**config.mk**
```make
export PLATFORM = sky130hd
export DESIGN_NAME = http_body_deframer_core_flat
export DESIGN_NICKNAME = d
export VERILOG_FILES = /design/src/rtl/core/hbd_pkg.sv /design/src/rtl/core/hbd_if.sv /design/src/rtl/core/hbd_hdr_scan.sv /design/src/rtl/core/hbd_frame_fsm.sv /design/src/rtl/core/http_body_deframer_core.sv /design/src/flat_wrapper.sv
export SDC_FILE = /design/constraint.sdc
export NUM_CORES = 1
export LEC_CHECK = 0
export CAP_MARGIN = 15
export CORE_ASPECT_RATIO = 0.6
export CORE_MARGIN = 3
export CORE_UTILIZATION = 39
export CTS_BUF_LIST = sky130_fd_sc_hd__clkbuf_16
export DETAILED_ROUTE_END_ITERATION = 7
export DONT_BUFFER_PORTS = 1
export PLACE_DENSITY = 0.63
export SYNTH_ARGS = -nofsm -noshare
export SYNTH_HDL_FRONTEND = slang
export SYNTH_SLANG_ARGS = --single-unit
export TNS_END_PERCENT = 5
```
**constraint.sdc**
```tcl
create_clock -name clk -period 5.55 [get_ports clk]
set_clock_uncertainty 0.05 [all_clocks]
set_input_delay 0.555 -clock clk [delete_from_list [all_inputs] [get_ports clk]]
set_output_delay 0.555 -clock clk [all_outputs]
set_load 0.01 [all_outputs]
```
**src/rtl/core/hbd_pkg.sv**
```systemverilog
`timescale 1ns / 1ps
`default_nettype none
// Shared types, character constants and header match patterns for the body deframer.
// No dependencies; used by the scanner, framing FSM and top level.
package hbd_pkg;

  localparam logic [7:0] CH_CR = 8'h0D;
  localparam logic [7:0] CH_LF = 8'h0A;
  localparam logic [7:0] CH_SP = 8'h20;

  localparam int POS_W = 5;
  typedef logic [POS_W-1:0] match_pos_t;

  localparam int CHUNK_PAT_LEN = 28;
  localparam int LEN_PAT_LEN   = 18;

  localparam match_pos_t CHUNK_PAT_END = match_pos_t'(CHUNK_PAT_LEN);
  localparam match_pos_t LEN_PAT_END   = match_pos_t'(LEN_PAT_LEN);

  localparam logic [8*CHUNK_PAT_LEN-1:0] CHUNK_PAT = {CH_CR, CH_LF, "Transfer-Encoding: chunked"};
  localparam logic [8*LEN_PAT_LEN-1:0]   LEN_PAT   = {CH_CR, CH_LF, "Content-Length: "};

  // matcher outputs for one byte
  typedef struct packed {
    match_pos_t  chunk_pos;
    logic        chunk_hit;
    match_pos_t  len_pos;
    logic        len_hit;
    logic [1:0]  blank_pos;
    logic        blank_hit;
  } hbd_scan_t;

  typedef struct packed {
    logic [7:0] body_byte;
    logic       body_valid;
    logic       message_done;
    logic       length_error;
  } hbd_result_t;

  function automatic logic [7:0] fold_case(input logic [7:0] c);
    return (c >= 8'h41 && c <= 8'h5A) ? c + 8'h20 : c;
  endfunction

  // {is_hex, value}
  function automatic logic [4:0] hex_digit(input logic [7:0] c);
    logic [4:0] r;
    r = 5'd0;
    if (c >= 8'h30 && c <= 8'h39) begin
      r = {1'b1, c[3:0]};
    end else if ((c >= 8'h61 && c <= 8'h66) || (c >= 8'h41 && c <= 8'h46)) begin
      r = {1'b1, c[3:0] + 4'd9};
    end
    return r;
  endfunction

  // caller keeps p below the pattern length
  function automatic logic [7:0] chunk_pat_char(input match_pos_t p);
    return CHUNK_PAT[8*(CHUNK_PAT_LEN-1-int'(p)) +: 8];
  endfunction

  function automatic logic [7:0] len_pat_char(input match_pos_t p);
    return LEN_PAT[8*(LEN_PAT_LEN-1-int'(p)) +: 8];
  endfunction

endpackage
`default_nettype wire

```
**src/rtl/core/hbd_if.sv**
```systemverilog
`timescale 1ns / 1ps
`default_nettype none
// Valid/ready stream interfaces for raw response bytes and deframed results.
// Does not depend on hbd_pkg.
interface hbd_in_if;
  logic       valid;
  logic       ready;
  logic [7:0] data_byte;
  logic       segment_end;

  modport source (output valid, output data_byte, output segment_end, input ready);
  modport sink   (input valid, input data_byte, input segment_end, output ready);
endinterface

interface hbd_out_if;
  logic       valid;
  logic       ready;
  logic [7:0] body_byte;
  logic       body_valid;
  logic       message_done;
  logic       length_error;

  modport source (output valid, output body_byte, output body_valid,
                  output message_done, output length_error, input ready);
  modport sink   (input valid, input body_byte, input body_valid,
                  input message_done, input length_error, output ready);
endinterface
`default_nettype wire

```
**src/rtl/core/hbd_hdr_scan.sv**
```systemverilog
`timescale 1ns / 1ps
`default_nettype none
// Case-insensitive header line matchers: chunked encoding, content length, blank line.
// Depends on hbd_pkg.
module hbd_hdr_scan import hbd_pkg::*; (
  input  logic [7:0] byte_i,
  input  match_pos_t chunk_pos_i,
  input  match_pos_t len_pos_i,
  input  logic [1:0] blank_pos_i,
  output hbd_scan_t  scan_o
);

  logic [7:0] c_fold;
  logic       is_cr;
  match_pos_t chunk_p, chunk_n;
  match_pos_t len_p, len_n;
  logic [2:0] blank_n;
  logic [7:0] blank_ch;

  assign c_fold = fold_case(byte_i);
  assign is_cr  = (byte_i == CH_CR);

  // positions past the end restart the match
  assign chunk_p = (chunk_pos_i >= CHUNK_PAT_END) ? '0 : chunk_pos_i;
  assign len_p   = (len_pos_i >= LEN_PAT_END) ? '0 : len_pos_i;

  assign chunk_n = (c_fold == fold_case(chunk_pat_char(chunk_p))) ? chunk_p + 1'b1
                 : (is_cr ? match_pos_t'(1) : '0);
  assign len_n   = (c_fold == fold_case(len_pat_char(len_p))) ? len_p + 1'b1
                 : (is_cr ? match_pos_t'(1) : '0);

  assign blank_ch = blank_pos_i[0] ? CH_LF : CH_CR;
  assign blank_n  = (byte_i == blank_ch) ? {1'b0, blank_pos_i} + 3'd1
                  : (is_cr ? 3'd1 : 3'd0);

  always_comb begin
    scan_o.chunk_hit = (chunk_n == CHUNK_PAT_END);
    scan_o.chunk_pos = scan_o.chunk_hit ? '0 : chunk_n;
    scan_o.len_hit   = (len_n == LEN_PAT_END);
    scan_o.len_pos   = scan_o.len_hit ? '0 : len_n;
    scan_o.blank_hit = blank_n[2];
    scan_o.blank_pos = blank_n[2] ? 2'd0 : blank_n[1:0];
  end

endmodule
`default_nettype wire

```
**src/rtl/core/hbd_frame_fsm.sv**
```systemverilog
`timescale 1ns / 1ps
`default_nettype none
// Framing state machine: header scan, length/chunk size parsing, body byte gating.
// Depends on hbd_pkg and hbd_hdr_scan.
module hbd_frame_fsm import hbd_pkg::*; #(
  parameter int LENGTH_BITS = 32
) (
  input  logic        clk,
  input  logic        rst_n,
  input  logic        step_i,
  input  logic [7:0]  byte_i,
  output hbd_result_t res_o
);

  localparam int ACC_W = LENGTH_BITS + 4;

  typedef enum logic [3:0] {
    PH_HEADER    = 4'd0,
    PH_LEN_SPACE = 4'd1,
    PH_LEN_DIGIT = 4'd2,
    PH_BODY      = 4'd3,
    PH_SIZE      = 4'd4,
    PH_DATA      = 4'd5,
    PH_TRAIL_A   = 4'd6,
    PH_TRAIL_B   = 4'd7
  } phase_t;

  phase_t                 phase_r, phase_nxt;
  logic [1:0]             blank_pos_r, blank_pos_nxt;
  match_pos_t             chunk_pos_r, chunk_pos_nxt;
  match_pos_t             len_pos_r, len_pos_nxt;
  logic                   chunked_r, chunked_nxt;
  logic                   has_len_r, has_len_nxt;
  logic [LENGTH_BITS-1:0] acc_r, acc_nxt;
  logic [LENGTH_BITS-1:0] br_r, br_nxt;
  logic                   sde_r, sde_nxt;

  hbd_scan_t              scan;
  logic [ACC_W-1:0]       dec_sum;
  logic                   dec_ovf, hex_ovf, is_dec;
  logic [LENGTH_BITS-1:0] dec_val, hex_val, br_dec;
  logic [4:0]             hex;

  phase_t                 hdr_ph;
  logic [LENGTH_BITS-1:0] hdr_acc;
  logic                   hdr_err, hdr_has;
  logic                   valid_c, done_c, err_c, go_hdr;

  hbd_hdr_scan u_scan (
    .byte_i      (byte_i),
    .chunk_pos_i (chunk_pos_r),
    .len_pos_i   (len_pos_r),
    .blank_pos_i (blank_pos_r),
    .scan_o      (scan)
  );

  // acc*10 + digit as shift-add; anything above LENGTH_BITS is overflow
  assign is_dec  = (byte_i >= 8'h30) && (byte_i <= 8'h39);
  assign dec_sum = {1'b0, acc_r, 3'b000} + {3'b000, acc_r, 1'b0} + ACC_W'(byte_i[3:0]);
  assign dec_ovf = |dec_sum[ACC_W-1:LENGTH_BITS];
  assign dec_val = dec_ovf ? '1 : dec_sum[LENGTH_BITS-1:0];

  assign hex     = hex_digit(byte_i);
  assign hex_ovf = |acc_r[LENGTH_BITS-1:LENGTH_BITS-4];
  assign hex_val = hex_ovf ? '1 : {acc_r[LENGTH_BITS-5:0], hex[3:0]};

  assign br_dec  = (br_r != '0) ? br_r - 1'b1 : '0;

  always_comb begin
    // header-phase length field handling
    hdr_ph  = (phase_r == PH_LEN_SPACE || phase_r == PH_LEN_DIGIT) ? phase_r : PH_HEADER;
    hdr_acc = acc_r;
    hdr_err = 1'b0;
    hdr_has = has_len_r;
    if (hdr_ph != PH_HEADER) begin
      if (is_dec) begin
        hdr_acc = dec_val;
        hdr_err = dec_ovf;
        hdr_ph  = PH_LEN_DIGIT;
      end else if (!(byte_i == CH_SP && hdr_ph == PH_LEN_SPACE)) begin
        hdr_ph = PH_HEADER;
      end
    end
    // only the first Content-Length of a header counts
    if (scan.len_hit && !has_len_r) begin
      hdr_has = 1'b1;
      hdr_acc = '0;
      hdr_ph  = PH_LEN_SPACE;
    end

    phase_nxt     = phase_r;
    blank_pos_nxt = blank_pos_r;
    chunk_pos_nxt = chunk_pos_r;
    len_pos_nxt   = len_pos_r;
    chunked_nxt   = chunked_r;
    has_len_nxt   = has_len_r;
    acc_nxt       = acc_r;
    br_nxt        = br_r;
    sde_nxt       = sde_r;
    valid_c       = 1'b0;
    done_c        = 1'b0;
    err_c         = 1'b0;
    go_hdr        = 1'b0;

    unique case (phase_r)
      PH_BODY: begin
        valid_c = 1'b1;
        br_nxt  = br_dec;
        if (br_dec == '0) begin
          done_c = 1'b1;
          go_hdr = 1'b1;
        end
      end
      PH_SIZE: begin
        if (byte_i == CH_LF) begin
          if (acc_r == '0) begin
            done_c = 1'b1;
            go_hdr = 1'b1;
          end else begin
            br_nxt    = acc_r;
            phase_nxt = PH_DATA;
          end
        end else if (!sde_r && hex[4]) begin
          acc_nxt = hex_val;
          err_c   = hex_ovf;
        end else begin
          sde_nxt = 1'b1;
        end
      end
      PH_DATA: begin
        valid_c = 1'b1;
        br_nxt  = br_dec;
        if (br_dec == '0) begin
          phase_nxt = PH_TRAIL_A;
        end
      end
      PH_TRAIL_A: begin
        phase_nxt = PH_TRAIL_B;
      end
      PH_TRAIL_B: begin
        phase_nxt = PH_SIZE;
        acc_nxt   = '0;
        sde_nxt   = 1'b0;
      end
      default: begin
        // header, length field, or an unused code (treated as header)
        phase_nxt     = hdr_ph;
        acc_nxt       = hdr_acc;
        err_c         = hdr_err;
        has_len_nxt   = hdr_has;
        chunked_nxt   = chunked_r | scan.chunk_hit;
        chunk_pos_nxt = scan.chunk_pos;
        len_pos_nxt   = scan.len_pos;
        blank_pos_nxt = scan.blank_pos;
        if (scan.blank_hit) begin
          chunk_pos_nxt = '0;
          len_pos_nxt   = '0;
          blank_pos_nxt = '0;
          if (chunked_nxt) begin
            phase_nxt = PH_SIZE;
            acc_nxt   = '0;
            sde_nxt   = 1'b0;
          end else if (hdr_has && hdr_acc != '0) begin
            phase_nxt = PH_BODY;
            br_nxt    = hdr_acc;
          end else begin
            done_c = 1'b1;
            go_hdr = 1'b1;
          end
        end
      end
    endcase

    if (go_hdr) begin
      phase_nxt     = PH_HEADER;
      blank_pos_nxt = '0;
      chunk_pos_nxt = '0;
      len_pos_nxt   = '0;
      chunked_nxt   = 1'b0;
      has_len_nxt   = 1'b0;
      acc_nxt       = '0;
      br_nxt        = '0;
      sde_nxt       = 1'b0;
    end
  end

  always_comb begin
    res_o.body_byte    = valid_c ? byte_i : 8'h00;
    res_o.body_valid   = valid_c;
    res_o.message_done = done_c;
    res_o.length_error = err_c;
  end

  always_ff @(posedge clk) begin
    if (!rst_n) begin
      phase_r     <= PH_HEADER;
      blank_pos_r <= '0;
      chunk_pos_r <= '0;
      len_pos_r   <= '0;
      chunked_r   <= 1'b0;
      has_len_r   <= 1'b0;
      acc_r       <= '0;
      br_r        <= '0;
      sde_r       <= 1'b0;
    end else if (step_i) begin
      phase_r     <= phase_nxt;
      blank_pos_r <= blank_pos_nxt;
      chunk_pos_r <= chunk_pos_nxt;
      len_pos_r   <= len_pos_nxt;
      chunked_r   <= chunked_nxt;
      has_len_r   <= has_len_nxt;
      acc_r       <= acc_nxt;
      br_r        <= br_nxt;
      sde_r       <= sde_nxt;
    end
  end

  // body and chunk data phases are only entered with a nonzero count
  a_body_count: assert property (@(posedge clk) disable iff (!rst_n)
    phase_r == PH_BODY |-> br_r != '0)
    else $error("body phase with zero remaining count");

  a_data_count: assert property (@(posedge clk) disable iff (!rst_n)
    phase_r == PH_DATA |-> br_r != '0)
    else $error("chunk data phase with zero remaining count");

  a_done_clears: assert property (@(posedge clk) disable iff (!rst_n)
    step_i && done_c |=> phase_r == PH_HEADER && !chunked_r && !has_len_r && acc_r == '0)
    else $error("message end did not return to a clean header state");

  a_trailer_seq: assert property (@(posedge clk) disable iff (!rst_n)
    step_i && phase_r == PH_TRAIL_A |=> phase_r == PH_TRAIL_B)
    else $error("chunk trailer sequence broken");

endmodule
`default_nettype wire

```
**src/rtl/core/http_body_deframer_core.sv**
```systemverilog
`timescale 1ns / 1ps
`default_nettype none
// HTTP response body deframer, top level.
// Depends on hbd_pkg, hbd_if and hbd_frame_fsm.
//
// in_chan carries the raw response stream, one byte per transfer (segment_end is
// accepted but framing ignores it). out_chan returns exactly one result per
// input byte: the byte itself when it belongs to the body (zero otherwise), a
// body flag, a message-done flag and a length overflow flag.
// Headers are scanned to the blank line; Content-Length or chunked framing then
// selects which following bytes are body. Lengths are LENGTH_BITS wide.
//
// Throughput: one byte per cycle while out_chan keeps taking results. A byte
// taken from in_chan passes through an input register, the framing update
// logic, and an output register; framing state advances when the input
// register hands its byte to the output register.
// Reset (rst_n low, synchronous) empties both registers and puts the parser back
// in header phase. When out_chan stalls, the output register holds its result and
// the input register holds one more byte; in_chan.ready drops only when both are
// full and the output is not being taken.
module http_body_deframer_core import hbd_pkg::*; #(
  parameter int LENGTH_BITS = 32
) (
  input  logic             clk,
  input  logic             rst_n,
  hbd_in_if.sink           in_chan,
  hbd_out_if.source        out_chan
);

  logic        s1_valid_r;
  logic [7:0]  s1_byte_r;
  logic        out_valid_r;
  hbd_result_t out_res_r;
  hbd_result_t step_res;
  logic        step;

  // input register moves into the output register when that one is free or draining
  assign step          = s1_valid_r && (!out_valid_r || out_chan.ready);
  assign in_chan.ready = !s1_valid_r || step;

  hbd_frame_fsm #(
    .LENGTH_BITS (LENGTH_BITS)
  ) u_fsm (
    .clk    (clk),
    .rst_n  (rst_n),
    .step_i (step),
    .byte_i (s1_byte_r),
    .res_o  (step_res)
  );

  always_ff @(posedge clk) begin
    if (!rst_n) begin
      s1_valid_r  <= 1'b0;
      out_valid_r <= 1'b0;
    end else begin
      if (in_chan.ready) begin
        s1_valid_r <= in_chan.valid;
      end
      if (step) begin
        out_valid_r <= 1'b1;
      end else if (out_chan.ready) begin
        out_valid_r <= 1'b0;
      end
    end
  end

  // payload, no reset
  always_ff @(posedge clk) begin
    if (in_chan.valid && in_chan.ready) begin
      s1_byte_r <= in_chan.data_byte;
    end
    if (step) begin
      out_res_r <= step_res;
    end
  end

  assign out_chan.valid        = out_valid_r;
  assign out_chan.body_byte    = out_res_r.body_byte;
  assign out_chan.body_valid   = out_res_r.body_valid;
  assign out_chan.message_done = out_res_r.message_done;
  assign out_chan.length_error = out_res_r.length_error;

  // a held input byte stays put until the framing logic consumes it
  a_s1_hold: assert property (@(posedge clk) disable iff (!rst_n)
    s1_valid_r && !step |=> s1_valid_r && $stable(s1_byte_r))
    else $error("input register lost or changed a pending byte");

  // a result is never overwritten while still waiting on the output
  a_out_hold: assert property (@(posedge clk) disable iff (!rst_n)
    out_valid_r && !out_chan.ready |-> !step)
    else $error("output register overwritten under stall");

  // a body byte never coincides with a length overflow
  a_err_not_body: assert property (@(posedge clk) disable iff (!rst_n)
    step |-> !(step_res.body_valid && step_res.length_error))
    else $error("length error raised on a body byte");

endmodule
`default_nettype wire
```
**src/flat_wrapper.sv**
```systemverilog
// flat-port wrapper written by rule: the top's interface ports become plain ports
module http_body_deframer_core_flat import hbd_pkg::*;
#(
  parameter int LENGTH_BITS = 32
)
  (clk, rst_n, in_chan_valid, in_chan_data_byte, in_chan_segment_end, in_chan_ready, out_chan_valid, out_chan_body_byte, out_chan_body_valid, out_chan_message_done, out_chan_length_error, out_chan_ready);
  hbd_in_if in_chan_i ();
  hbd_out_if out_chan_i ();
  input  logic clk;
  input  logic rst_n;
  input wire logic [$bits(in_chan_i.valid)-1:0] in_chan_valid;
  input wire logic [$bits(in_chan_i.data_byte)-1:0] in_chan_data_byte;
  input wire logic [$bits(in_chan_i.segment_end)-1:0] in_chan_segment_end;
  output wire logic [$bits(in_chan_i.ready)-1:0] in_chan_ready;
  output wire logic [$bits(out_chan_i.valid)-1:0] out_chan_valid;
  output wire logic [$bits(out_chan_i.body_byte)-1:0] out_chan_body_byte;
  output wire logic [$bits(out_chan_i.body_valid)-1:0] out_chan_body_valid;
  output wire logic [$bits(out_chan_i.message_done)-1:0] out_chan_message_done;
  output wire logic [$bits(out_chan_i.length_error)-1:0] out_chan_length_error;
  input wire logic [$bits(out_chan_i.ready)-1:0] out_chan_ready;
  assign in_chan_i.valid = in_chan_valid;
  assign in_chan_i.data_byte = in_chan_data_byte;
  assign in_chan_i.segment_end = in_chan_segment_end;
  assign in_chan_ready = in_chan_i.ready;
  assign out_chan_valid = out_chan_i.valid;
  assign out_chan_body_byte = out_chan_i.body_byte;
  assign out_chan_body_valid = out_chan_i.body_valid;
  assign out_chan_message_done = out_chan_i.message_done;
  assign out_chan_length_error = out_chan_i.length_error;
  assign out_chan_i.ready = out_chan_ready;
  http_body_deframer_core #(.LENGTH_BITS(LENGTH_BITS)) u_core (.clk(clk), .rst_n(rst_n), .in_chan(in_chan_i), .out_chan(out_chan_i));
endmodule
```
==> flow_metrics.py, run 1 <==
metrics = {
    "power": {
        "leakagePower_uw": 0.00443,
        "max-vdd-ir-drop_v": 0.000153,
        "powerDensity_mw_per_mm2": 138,
    },
    "placed_design": {
        "gp_congestion": 0.979,
        "dpl.hpwl_um": 28200,
        "dp_slack_ns": -0.0445,
        "io_buffers": 0,
    },
    "routing": {
        "drtIter0Drc": 1609,
        "first_pass_iters": 8,
        "routed_wl_um": 37600,
        "drcViolationCount": 0,
        "antenna_left": 0,
        "route.detailed.wl_per_inst_um": 22.0,
        "vias_per_cell": 6.50,
        "vias": 11100,
    },
    "grt": {
        "grt_max_degree": 63,
        "grtUsageMet1": 0.412,
        "grt_first_pass_wirelength_um": 57500,
        "grt_pass1_vias": 9490,
        "gr-usage-met3": 0.118,
        "grt_busiest_layer": "met1",
        "gr-total-overflow": 0,
        "grt_use_total": 0.253,
        "use_met2": 0.287,
        "antenna_found_initial": 3,
    },
    "synthesis": {
        "seq_area_frac_synth": 0.221,
        "synth_seq_cells": 104,
        "ys_top_cells_by_area": "dfxtp_1 17%, ha_1 9.5%, o21ai_0 5.5%, edfxtp_1 5.5%, nor2_1 5.1%",
        "async_reset_ff_frac": 0,
        "synthCells": 1344,
        "avgSynthCellArea_um2": 7.66,
        "ys_dominant_reg_cell": "dfxtp_1",
        "synth_top_area_frac": 0.165,
        "ys_types": 90,
        "synth_edf_count": 19,
        "synth_top_area_cell": "dfxtp_1",
        "yosysWarnings": 0,
        "syn_area_mm2": 0.0103,
        "syn_nets": 1437,
    },
    "finish": {
        "nets": 1442,
        "drive_above_1_share": 0.109,
        "syn_to_final_growth_pct": 10.4,
        "mostFrequentLayoutCells": "141 x nor2_1, 111 x o21ai_0, 99 x nand2_1",
        "final_core_util": 0.444,
        "layout_commonest_cell": "nor2_1",
    },
    "sta": {
        "tightest_slew_ns": 1.58,
        "fin_ws_ns": 0.227,
        "relSlewSlack": -0.0816,
        "rsz0062_at_grt": "no",
        "final_max_slew_viol_count": 5,
        "setup_viol": 0,
        "finalHoldViolCount": 0,
        "max_freq_mhz": 188,
        "period_needed_ns": 5.32,
        "post-route-period-util": 0.959,
    },
    "setup_path": {
        "cp_max_fo": 31,
        "critPathCaptureType": "register",
        "worstPathRequired_ns": 5.76,
        "crit_chain": "fa_1, ha_1, a21oi_2, o22ai_1, or4_1, a21oi_4, a31oi_1, xnor2_2, o2111ai_1, a2111oi_2, buf_4, and3_1, o211ai_1, o311a_1, or2_4, buf_4, nand4_1, buf_12, o2bb2ai_1",
        "crit_top_cell": "buf_4",
        "start_kind": "register",
        "criticalPathCategory": "register to register",
        "critPathTopFamily": "compound AO/OA/AOI/OAI gates",
        "cp.arrival_ns": 5.53,
        "max_stage_delay_ns": 0.51,
        "worst-path-buf-inv": 3,
        "path_depth": 19,
        "cp_slowest_cell": "or4_1",
        "reg2regPathDepth": 19,
    },
    "cts": {
        "cts_hold_buf": 0,
        "cts_sinks": 104,
        "htreeDepth": 3,
        "clock_latency_ns": 0.38,
        "clockBufferDepth": 2,
        "clock-root-buffer": "clkbuf_16",
        "cts_made_buffers": 9,
        "clk_pin_slew_ns": 0.07,
        "cts_tree": "yes",
    },
    "outcome": {
        "status": "complete, but fails checks",
        "violations": "capacitance limit, slew limit",
    },
    "floorplanning": {
        "chipWidth_um": 216,
        "boundaryPins": 26,
        "initial_core_util": 0.402,
        "core_mm2": 0.0256,
        "dieArea_mm2": 0.0284,
        "fp-row-count": 45,
        "fp.dieH_um": 132,
    },
    "min_path": {
        "min-delay-path-class": "primary input to register",
        "whs_path_depth": 0,
    },
    "run": {
        "maxCapViolCount": 1,
    },
}
-- state kept, by name, indices dropped and copies added, names as in the netlist, 2 cells and up --
signal / count
u_core.u_fsm.br_r: 32
u_core.u_fsm.chunk_pos_r: 5
u_core.u_fsm.blank_pos_r: 2
u_core.u_fsm.phase_r: 4
u_core.out_chan.body_byte: 8
u_core.u_fsm.acc_r: 32
u_core.u_fsm.len_pos_r: 5
u_core.s1_byte_r: 8
-- synthesized netlist by cell type (all sizes together), types with 9 or more instances --
master / count
nand4: 12
nand3: 29
o22ai: 11
o21ai: 119
and2: 14
a221oi: 21
o2bb2ai: 32
nor3: 54
inv: 38
a21o: 11
a21oi: 82
a31oi: 17
o211ai: 15
o21a: 9
nor2b: 17
ha: 78
nand2: 99
and3: 10
or3: 31
a32o: 28
edfxtp: 19
a211oi: 14
o221a: 10
xnor2: 45
nand2b: 16
dfxtp: 85
buf: 20
xor2: 32
nor4: 15
nor2: 141
clkbuf: 71
-- through the flow --
step | hold slack, ns | instance area, µm² | std cells | setup TNS (ns) | power [µW]
floorplan | 0.386 | 10300 | 1344 | 0 | 911
global placement | 0.394 | 11000 | 1680 | -1.90 | 953
detailed placement | 0.405 | 11000 | 1680 | -1.06 | 955
CTS | 0.218 | 11200 | 1696 | 0 | 1560
global route | 0.208 | 11400 | 1707 | 0 | 1620
finish | 0.224 | 11400 | 1707 | 0 | 1570
-- timing repair --
| action | CTS | global route |
|---|---|---|
| gates resized for setup | 2 | 15 |
| pin swaps | 1 | 6 |
| gates cloned | 0 | 2 |
| setup endpoints to repair | 56 | 73 |
| buffers inserted | 0 | 8 |
-- metal layers --
metal | share of wire | up-vias | routed length (µm)
met1 | 0.49 | 5254 | 18500
li1 | - | 5136 | -
met2 | 0.34 | 653 | 12700
met4 | 0.013 | 6 | 488
met5 | 0.0015 | - | 56
met3 | 0.16 | 54 | 5870
-- worst paths after layout --
path,from,end,slack [ns]
worst max-delay path,u_core.s1_byte_r[3]$_DFFE_PP_,u_core.u_fsm.br_r[1]$_SDFFE_PN0P_,0.23
worst min-delay path,in_chan_data_byte[6],u_core.s1_byte_r[6]$_DFFE_PP_,0.22
worst max register to register,u_core.s1_byte_r[3]$_DFFE_PP_,u_core.u_fsm.br_r[1]$_SDFFE_PN0P_,0.23
worst min register to register,u_core.u_fsm.blank_pos_r[1]$_SDFFE_PN0P_,u_core.u_fsm.blank_pos_r[1]$_SDFFE_PN0P_,0.42
-- report_power, final --
| group | internal (µW) | switching, µW |
|---|---|---|
| Clock | 301 | 319 |
| Combinational | 51.8 | 97.5 |
| Sequential | 779 | 19.5 |
-- kinds of logic after synthesis --
group,synth area share
buffers and inverters,0.0536
flip-flops,0.221
multiplexers,0.00887
adder cells (fa/ha/maj),0.0987
XOR/XNOR,0.0655
AND/OR/NAND/NOR,0.234
AO/OA/AOI/OAI,0.319
-- layout make-up --
class,count,area (µm²)
tap,352,440
inverter,39,146
sequential,104,2270
timing repair buffer,83,673
fill,2582,14300
clock buffer,9,225
clock inverter,7,38.8
antenna,1,2.50
multi-input combinational,1112,7560
Power figures use the tool's default switching activity.
==> inputs of run 2 (changes only) <==
--- a/config.mk
+++ b/config.mk
@@ -7,12 +7,12 @@
 export LEC_CHECK = 0
 export CAP_MARGIN = 15
 export CORE_ASPECT_RATIO = 0.6
-export CORE_MARGIN = 3
+export CORE_MARGIN = 5
 export CORE_UTILIZATION = 39
 export CTS_BUF_LIST = sky130_fd_sc_hd__clkbuf_16
 export DETAILED_ROUTE_END_ITERATION = 7
 export DONT_BUFFER_PORTS = 1
-export PLACE_DENSITY = 0.63
+export PLACE_DENSITY = 0.53
 export SYNTH_ARGS = -nofsm -noshare
 export SYNTH_HDL_FRONTEND = slang
 export SYNTH_SLANG_ARGS = --single-unit
==> flow_metrics.py, run 2 (synthesis gave the netlist of run 1 again) <==
metrics = {
    "outcome": {
        "status": "finished, final reports clean",
    },
    "routing": {
        "drtIter0Drc": 1454,
        "drcViolationCount": 0,
        "vias_per_cell": 6.38,
        "routed_wl_um": 39500,
        "first_pass_iters": 6,
        "antenna_left": 0,
        "route.detailed.wl_per_inst_um": 23.0,
        "vias": 10900,
    },
    "power": {
        "max-vdd-ir-drop_v": 0.000174,
        "leakagePower_uw": 0.00447,
        "powerDensity_mw_per_mm2": 141,
        "total_power_uw": 1610,
    },
    "sta": {
        "post-route-period-util": 0.961,
        "final_max_slew_viol_count": 0,
        "period_needed_ns": 5.33,
        "setup_tns_ns": 0,
        "tightest_slew_ns": 0.782,
        "fin_ws_ns": 0.215,
        "max_freq_mhz": 187,
        "setup_viol": 0,
        "finalHoldViolCount": 0,
        "relSlewSlack": 0.465,
    },
    "cts": {
        "htreeDepth": 3,
        "clock_latency_ns": 0.39,
        "clock-root-buffer": "clkbuf_16",
        "cts_tree": "yes",
        "clk_pin_slew_ns": 0.07,
        "cts_made_buffers": 9,
        "cts_sinks": 104,
        "clockBufferDepth": 2,
    },
    "setup_path": {
        "r2r_setup_slack_ns": 0.22,
        "critPathLaunch": "u_core.s1_byte_r[3]$_DFFE_PP_",
        "reg2regPathDepth": 20,
        "cp.arrival_ns": 5.55,
        "start_kind": "register",
        "r2r-start": "u_core.s1_byte_r[3]$_DFFE_PP_",
        "cp_max_fo": 16,
        "rr_endpoint": "u_core.u_fsm.br_r[31]$_SDFFE_PN0P_",
        "criticalPathCategory": "register to register",
        "critPathCaptureType": "register",
        "worstPathRequired_ns": 5.76,
        "crit_path_end": "u_core.u_fsm.br_r[31]$_SDFFE_PN0P_",
    },
    "floorplanning": {
        "boundaryPins": 26,
        "fp.dieH_um": 136,
        "initial_core_util": 0.393,
        "chipWidth_um": 220,
        "fp-row-count": 46,
        "dieArea_mm2": 0.0298,
        "core_mm2": 0.0262,
    },
    "finish": {
        "nets": 1443,
        "top_regs": "u_core.u_fsm.acc_r x32, u_core.u_fsm.br_r x32",
        "drive_above_1_share": 0.110,
        "layout_commonest_cell": "nor2_1",
        "antenna_cells": 0,
        "nFillCells": 2661,
        "syn_to_final_growth_pct": 11.0,
        "finalNonFillerCells": 1715,
        "mostFrequentLayoutCells": "140 x nor2_1, 112 x o21ai_0, 99 x nand2_1",
    },
    "grt": {
        "antenna_found_initial": 1,
        "gr-total-overflow": 0,
        "grt_use_total": 0.260,
        "grt_first_pass_wirelength_um": 60000,
        "grt_pass1_vias": 9594,
        "grt_max_degree": 63,
    },
    "min_path": {
        "min-delay-path-class": "primary input to register",
    },
    "placed_design": {
        "dp_slack_ns": 0.0167,
        "dp.cells": 1691,
        "dpl.hpwl_um": 29600,
        "gp_congestion": 0.931,
        "io_buffers": 0,
    },
    "run": {
        "maxCapViolCount": 0,
    },
}
==> run 2: cell count changes in the layout (fill, tap and decap cells not counted), moves of 2 or more <==
| cell | before | now |
|---|---|---|
| clkbuf_16 | 9 | 11 |
| buf_6 | 0 | 2 |
| clkinv_1 | 3 | 1 |
| a21o_2 | 2 | 0 |
| clkinv_4 | 2 | 0 |
| inv_1 | 38 | 40 |
==> run 2: area by class of cell <==
cell class / instances / area [µm²] / share of cell area
repair buffers: 86 / 721 / 0.0631
well taps: 360 / 450 / 0.0394
flip-flops and latches: 104 / 2270 / 0.199
multi-input cells: 1110 / 7550 / 0.661
clock inverters: 6 / 32.5 / 0.00285
clock buffers: 10 / 250 / 0.0219
inverters: 39 / 146 / 0.0128
==> run 2: repair_timing <==
item / 4_1_cts / 5_1_grt
setup buffers: 1 / 5
gates cloned: 0 / 2
hold buffers: 0 / 0
endpoints found under the setup margin: 5 / 63
resized for setup: 0 / 15
pin swaps: 1 / 6
==> run 2: how the worst min path moves through the flow <==
stage	from	end	slack, ns	cells after the start
floorplan	u_core.u_fsm.blank_pos_r[1]$_SDFFE_PN0P_	u_core.u_fsm.blank_pos_r[1]$_SDFFE_PN0P_	0.39	2
global placement	u_core.u_fsm.blank_pos_r[1]$_SDFFE_PN0P_	u_core.u_fsm.blank_pos_r[1]$_SDFFE_PN0P_	0.40	2
detailed placement	u_core.u_fsm.blank_pos_r[1]$_SDFFE_PN0P_	u_core.u_fsm.blank_pos_r[1]$_SDFFE_PN0P_	0.41	2
CTS	in_chan_data_byte[0]	u_core.s1_byte_r[0]$_DFFE_PP_	0.20	0
global route	in_chan_data_byte[1]	u_core.s1_byte_r[1]$_DFFE_PP_	0.20	0
finish	in_chan_data_byte[0]	u_core.s1_byte_r[0]$_DFFE_PP_	0.21	0
==> run 2: stage by stage <==
step,util,area [µm²],hold slack (ns)
floorplan,-,10300,0.386
global placement,0.419,11000,0.396
detailed placement,0.419,11000,0.406
CTS,0.430,11300,0.199
global route,0.436,11400,0.200
finish,0.436,11400,0.213
==> run 2: worst max-delay path: stages, from the launching register on <==
cell       delay (ns)
edfxtp_1         0.42
fa_1             0.50
ha_1             0.33
a21oi_2          0.16
o22ai_1          0.14
or4_1            0.48
a21oi_2          0.22
a31oi_1          0.14
xnor2_1          0.32
o2111ai_2        0.25
a2111oi_2        0.37
buf_4            0.16
and3_1           0.13
o211ai_1         0.17
o311a_1          0.40
or2_1            0.27
buf_4            0.18
nand4_1          0.13
buf_12           0.15
buf_12           0.16
o2bb2ai_1        0.08
==> run 2: power by group <==
group / total, µW / switching [µW] / leakage [µW] / internal (µW)
clock: 662 / 332 / 0.000151 / 330
combinational: 146 / 94.5 / 0.00345 / 51.1
sequential: 799 / 19.7 / 0.000862 / 779
==> run 2: layer usage <==
metal | global-route usage | wire, µm | part of all wire
met2 | 0.293 | 13100 | 0.33
met1 | 0.437 | 20500 | 0.52
met3 | 0.102 | 5430 | 0.14
met5 | 0 | 13 | 0.00033
met4 | 0.0433 | 443 | 0.011
